## src/rtl/bxds_pkg.sv

```systemverilog
`timescale 1ns / 1ps
// ----------------------------------------------------------------------------
// bxds_pkg
// Shared types, constants and helpers for the box average downscaler.
// ----------------------------------------------------------------------------
package bxds_pkg;

    localparam int MAX_WIDTH      = 2048;
    localparam int MAX_HEIGHT     = 2048;
    localparam int GAIN_FRAC_BITS = 8;

    localparam int SIZE_W   = 12;  // size and gain registers
    localparam int POS_W    = 11;  // pixel positions
    localparam int SUM_W    = 19;  // 2048 * 255
    localparam int CNT_W    = 12;
    localparam int DIVD_W   = 20;  // dividend, holds count * 255
    localparam int QUOT_W   = 8;
    localparam int PROD_W   = SUM_W + SIZE_W;
    localparam int SCALED_W = PROD_W - GAIN_FRAC_BITS;
    localparam int LANES    = 4;
    localparam int CFG_IDX_W = 3;

    localparam logic [SIZE_W-1:0] MAX_W_C = SIZE_W'(MAX_WIDTH);
    localparam logic [SIZE_W-1:0] MAX_H_C = SIZE_W'(MAX_HEIGHT);

    typedef enum logic [CFG_IDX_W-1:0] {
        CFG_SRC_WIDTH  = 3'd0,
        CFG_SRC_HEIGHT = 3'd1,
        CFG_DST_WIDTH  = 3'd2,
        CFG_DST_HEIGHT = 3'd3,
        CFG_GAIN       = 3'd4,
        CFG_FLIP       = 3'd5
    } cfg_idx_t;

    typedef struct packed {
        logic [7:0] red_in;
        logic [7:0] green_in;
        logic [7:0] blue_in;
        logic [7:0] alpha_in;
    } pix_t;

    typedef struct packed {
        logic [POS_W-1:0] out_x;
        logic [POS_W-1:0] out_y;
        logic [7:0]       red_out;
        logic [7:0]       green_out;
        logic [7:0]       blue_out;
        logic [7:0]       alpha_out;
        logic             last_pixel;
    } res_t;

    typedef enum logic [3:0] {
        S_IDLE,
        S_EVAL,
        S_RSTART,
        S_RDIV,
        S_MERGE,
        S_MUL,
        S_VSTART,
        S_VDIV,
        S_FIN,
        S_PUSH
    } state_t;

    typedef struct packed {
        logic load_px;
        logic accum;
        logic rd_start;
        logic v_start;
        logic div_step;
        logic merge;
        logic mul;
        logic copy_res;
        logic fin_res;
        logic advance;
        logic push;
    } cmd_t;

    typedef struct packed {
        logic upscale;
        logic equal;
        logic row_done;
        logic vemit;
        logic div_last;
        logic out_free;
    } status_t;

    function automatic logic [SIZE_W-1:0] clamp_size(input logic [SIZE_W-1:0] v,
                                                     input logic [SIZE_W-1:0] mx);
        logic [SIZE_W-1:0] r;
        if (v == '0)
            r = SIZE_W'(1);
        else if (v > mx)
            r = mx;
        else
            r = v;
        return r;
    endfunction

endpackage

```

## src/rtl/bxds_ctrl.sv

```systemverilog
`timescale 1ns / 1ps
// ----------------------------------------------------------------------------
// bxds_ctrl
// Sequencer: one request at a time through accumulate, divide, scale, push.
// ----------------------------------------------------------------------------
module bxds_ctrl (
    input  logic              clk,
    input  logic              rst_n,
    input  logic              in_valid,
    output logic              in_ready,
    input  bxds_pkg::status_t status,
    output bxds_pkg::cmd_t    cmd
);
    import bxds_pkg::*;

    state_t state_reg, state_next;

    always_ff @(posedge clk or negedge rst_n)
    begin
        if (!rst_n)
            state_reg <= S_IDLE;
        else
            state_reg <= state_next;
    end

    always_comb
    begin
        state_next = state_reg;
        unique case (state_reg)
            S_IDLE:   if (in_valid) state_next = S_EVAL;
            S_EVAL:
            begin
                if (status.upscale)
                    state_next = S_IDLE;
                else if (status.equal)
                    state_next = S_PUSH;
                else if (status.row_done)
                    state_next = S_RSTART;
                else
                    state_next = S_IDLE;
            end
            S_RSTART: state_next = S_RDIV;
            S_RDIV:   if (status.div_last) state_next = S_MERGE;
            S_MERGE:  state_next = status.vemit ? S_MUL : S_IDLE;
            S_MUL:    state_next = S_VSTART;
            S_VSTART: state_next = S_VDIV;
            S_VDIV:   if (status.div_last) state_next = S_FIN;
            S_FIN:    state_next = S_PUSH;
            S_PUSH:   if (status.out_free) state_next = S_IDLE;
            default:  state_next = S_IDLE;
        endcase
    end

    always_comb
    begin
        cmd      = '0;
        in_ready = 1'b0;
        unique case (state_reg)
            S_IDLE:
            begin
                in_ready    = 1'b1;
                cmd.load_px = in_valid;
            end
            S_EVAL:
            begin
                if (status.upscale)
                    cmd.advance = 1'b1;
                else if (status.equal)
                begin
                    cmd.copy_res = 1'b1;
                    cmd.advance  = 1'b1;
                end
                else
                begin
                    cmd.accum   = 1'b1;
                    cmd.advance = !status.row_done;
                end
            end
            S_RSTART: cmd.rd_start = 1'b1;
            S_RDIV:   cmd.div_step = 1'b1;
            S_MERGE:
            begin
                cmd.merge   = 1'b1;
                cmd.advance = !status.vemit;
            end
            S_MUL:    cmd.mul = 1'b1;
            S_VSTART: cmd.v_start = 1'b1;
            S_VDIV:   cmd.div_step = 1'b1;
            S_FIN:
            begin
                cmd.fin_res = 1'b1;
                cmd.advance = 1'b1;
            end
            S_PUSH:   cmd.push = status.out_free;
            default:  cmd = '0;
        endcase
    end

endmodule

```

## config.mk

```make
export PLATFORM = sky130hd
export DESIGN_NAME = bxds_ctrl
export DESIGN_NICKNAME = d
export VERILOG_FILES = /design/src/rtl/bxds_pkg.sv /design/src/rtl/bxds_ctrl.sv
export SDC_FILE = /design/constraint.sdc
export NUM_CORES = 1
export LEC_CHECK = 0
export ABC_AREA = 1
export BUFFER_PORTS_ARGS = -buffer_cell sky130_fd_sc_hd__buf_4
export CAP_MARGIN = 40
export CORE_AREA = 2 2 39 41
export DETAILED_ROUTE_END_ITERATION = 12
export DIE_AREA = 0 0 41 43
export HOLD_SLACK_MARGIN = 0.02
export SYNTH_ARGS = -nofsm -noshare
export SYNTH_HDL_FRONTEND = slang
export SYNTH_SLANG_ARGS = --single-unit
```

## constraint.sdc

```tcl
create_clock -name clk -period 1.6 [get_ports clk]
set_input_delay 0.24 -clock clk [delete_from_list [all_inputs] [get_ports clk]]
set_output_delay 0.24 -clock clk [all_outputs]
set_load 0.03 [all_outputs]
```

==> summary.txt <==
Logic synthesis
  • Syn_area_per_cell: 5.29 µm²
  • Post-synth top area share: 0.242
  • Synth Area in Compound Gates: 0.0364
  • Synth Area in Simple Gates: 0.558
  • Combinational family with the most area after synthesis: simple AND/OR/NAND/NOR gates
  • Sequential share of the synthesized area: 0.242
  • Synthesized area: 413 µm²
  • Warnings from Yosys: 0
  • Adder-Cell Fraction of Synth Area: 0
  • Register bit total from synthesis: 4
  • Post-Syn Nets: 87
  • Post-Synth XOR/XNOR Area: 0
  • Main area contributors after synthesis: dfrtp_1 24%, nand2_1 23%, nor2_1 14%
  • Netlist cell types: 13
  • Mux share of post-synthesis cell area: 0
  • Post-Syn Instances: 78
  • Synth area leader: dfrtp_1

STA
  • Final Hold Viols: 0
  • Tmin final: around 1600 ps
  • Max frequency: 640 MHz
  • Slew HR: 0.863
  • Number of setup violations in the final report: 0
  • Slew Limit Fails: 0
  • RSZ-0062 raised after global routing: yes
  • Final period util: 0.976
  • Fin Clk Skew: 5.18 ps
  • Actual slew at the worst max-slew pin: 204 ps

Setup path
  • Arrival time worst endpoint: roughly 1300 ps
  • FF-to-FF setup slack: 420 ps
  • Setup crit start kind: register
  • Critical path cell sequence: nor2_4, inv_2, nor2_4, inv_1, o21ai_2, buf_6
  • Req. time, crit path: between 1000 and 1500 ps
  • Reg2reg start: state_reg[2]
  • CP bufs+invs: 3
  • Crit path top cell by count: nor2_4
  • Crit end category: output pin
  • Slowest stage delay, CP: 440 ps
  • Delay-heaviest family, CP: flip-flops
  • CP max-delay cell: dfrtp_2
  • Reg2reg end: state_reg[2]
  • Worst Reg-to-Reg Cells: 7
  • CP Launch Point: state_reg[0]
  • CP max FO: 6
  • Crit Path Category: register to output pin

Final layout
  • Final non-filler cell total: 124
  • Nets: about 120
  • Antenna cells: 0
  • Fill cells: 159
  • Post-route cell area: 717 µm²
  • Layout overhead on the synthesized area: 73.6%
  • Utilization after layout: 0.518
  • Multi-input logic area: 294 µm²
  • Max FFs per register: 4
  • Layout cells sized above 1: 0.491
  • Register area: 104 µm²

Power and ir drop
  • Power Density: 1820 nW/µm²
  • Leakage: 0.428 nW
  • Psw: ~0.7 mW
  • Clock network fraction of design power: 0.100
  • Register share of total power: 0.151
  • Internal power: 0.608 mW
  • Max IR drop VDD: 681 µV
  • Switching Share: 0.535
  • Combinational share of power: 0.750

Global route
  • Global route overflow: 0
  • Overall Global Routing Usage: 0.166
  • First-pass GRT wire length: between 1500 and 2000 µm
  • Pin count of the biggest net entering global routing: 7
  • Vias in the first global route: ~550
  • Initial antenna violation count: 0

Route
  • Initial DRC count: 7
  • First-pass DRT Iterations: 4
  • Via density: 4.77
  • WL per Instance: between 10 and 15 µm
  • Vias: roughly 600
  • Drc violations: 0
  • Antenna-violating nets left: 0
  • Drt total wl: 1350 µm

Place
  • Port buffer count: 20
  • Placer Congestion: 0.858
  • DP Area: 594 µm²
  • Placed cell count: about 110
  • Detailed placement HPWL: ~940 µm

Floorplan
  • Floorplan core area: 1380 µm²
  • Die Height: about 43 µm
  • Num ports: 21
  • Row cnt: 14
  • Die width: between 40 and 50 µm
  • Starting Density: 0.298
  • Die ar.: around 1800 µm²

CTS
  • CTS H-tree lvls: 1
  • CTS Buf Count: 3
  • Clk sinks: 4
  • Clk slew on worst S/H paths: about 40 ps
  • Worst-Skew Late Latency: roughly 240 ps
  • CTS tree: done
  • Root buf cell: clkbuf_4
  • Clock Path Buffers: 2

Worst hold path
  • Hold path start: status[0]
  • Hold endpoint: state_reg[3]
  • Hold path depth: 4
  • Hold Path Class: input pin to register

Run
  • Max cap viols: 0

Outcome
  • Outcome: completed
==> power groups by stage <==
stage | combinational, mW | sequential [mW] | clock (mW)
2_1_floorplan | 0.547 | 0.184 | 0
3_3_place_gp | 0.761 | 0.193 | 0
3_5_place_dp | 0.762 | 0.192 | 0
4_1_cts | 0.836 | 0.189 | 0.132
5_1_grt | 1.06 | 0.202 | 0.141
6_report | 0.980 | 0.197 | 0.130
==> per-stage QoR <==
| step | power [mW] | hold WS (ps) | setup WS (ps) | TNS [ps] |
|---|---|---|---|---|
| final | 1.31 | 256 | 38.6 | 0 |
| after global routing | 1.40 | 273 | -41.1 | -94.9 |
| after CTS | 1.16 | 257 | 3.87 | 0 |
| after detailed placement | 0.954 | 40.6 | 195 | 0 |
| after global placement | 0.954 | 38.3 | 215 | 0 |
| after floorplan | 0.731 | -55.6 | 31.7 | 0 |
==> cell usage after synthesis <==
cell / instances
nor2_1: 15
dfrtp_1: 4
nor3_1: 2
inv_2: 6
a21oi_1: 2
nor2_4: 1
nand2_1: 25
inv_1: 12
o21ai_1: 1
nand4_1: 2
nand2_2: 1
nor2_2: 4
nand3_1: 3
==> worst register-to-register path, cell delays in order, from the launching register on <==
cell and delay (ps):
dfrtp_1 390, buf_4 160, nor2_1 130, nand2_2 100, nor2_4 100, nor2_1 80, nand2_1 70, nand2_1 50
==> per-layer routing <==
metal	part of all wire	GRT usage	wire (µm)
met4	0.057	0.133	77
met2	0.52	0.281	707
met5	0	0	0
met1	0.34	0.155	459
met3	0.076	0.0366	103
==> cell type report <==
type / instances / area share
multi-input combinational: 56 / 0.410
timing repair buffer: 27 / 0.291
sequential: 4 / 0.145
inverter: 18 / 0.0942
clock buffer: 3 / 0.0314
tap: 16 / 0.0279
==> layout by cell type, fill, tap and decap left out <==
cell | synthesis | routed
buf_4 | 0 | 25
nand2_1 | 25 | 23
inv_1 | 12 | 11
nor2_1 | 15 | 11
inv_2 | 6 | 7
nor2_4 | 1 | 5
nor2_2 | 4 | 4
nand3_1 | 3 | 3
clkbuf_4 | 0 | 3
dfrtp_2 | 0 | 3
nand2_2 | 1 | 2
a21oi_1 | 2 | 2
nand4_1 | 2 | 2
nand2_4 | 0 | 1
o21ai_2 | 0 | 1
nor3_1 | 2 | 1
nor3_2 | 0 | 1
dlygate4sd3_1 | 0 | 1
buf_6 | 0 | 1
dfrtp_1 | 4 | 1
==> kinds of logic (layout without fill, tap and decap cells) <==
group | Yosys count | after routing
buf+inv | 18 | 48
compound gates | 3 | 3
simple gates | 53 | 53
flops | 4 | 4
==> repair_timing <==
item	4_1_cts	5_1_grt
hold buffers	1	0
endpoints found under the setup margin	2	7
setup buffers	3	3
pin swaps	1	1
gates resized for setup	5	10
hold endpoints to repair	4	0
==> worst max-delay path by stage <==
| stage | cells past startpoint | endpoint |
|---|---|---|
| floorplan | 5 | cmd[1] |
| CTS | 8 | cmd[1] |
| detailed placement | 8 | cmd[1] |
| global placement | 8 | cmd[1] |
| finish | 6 | cmd[1] |
| global route | 6 | cmd[1] |
No activity file was read; power rests on OpenSTA's default activity.
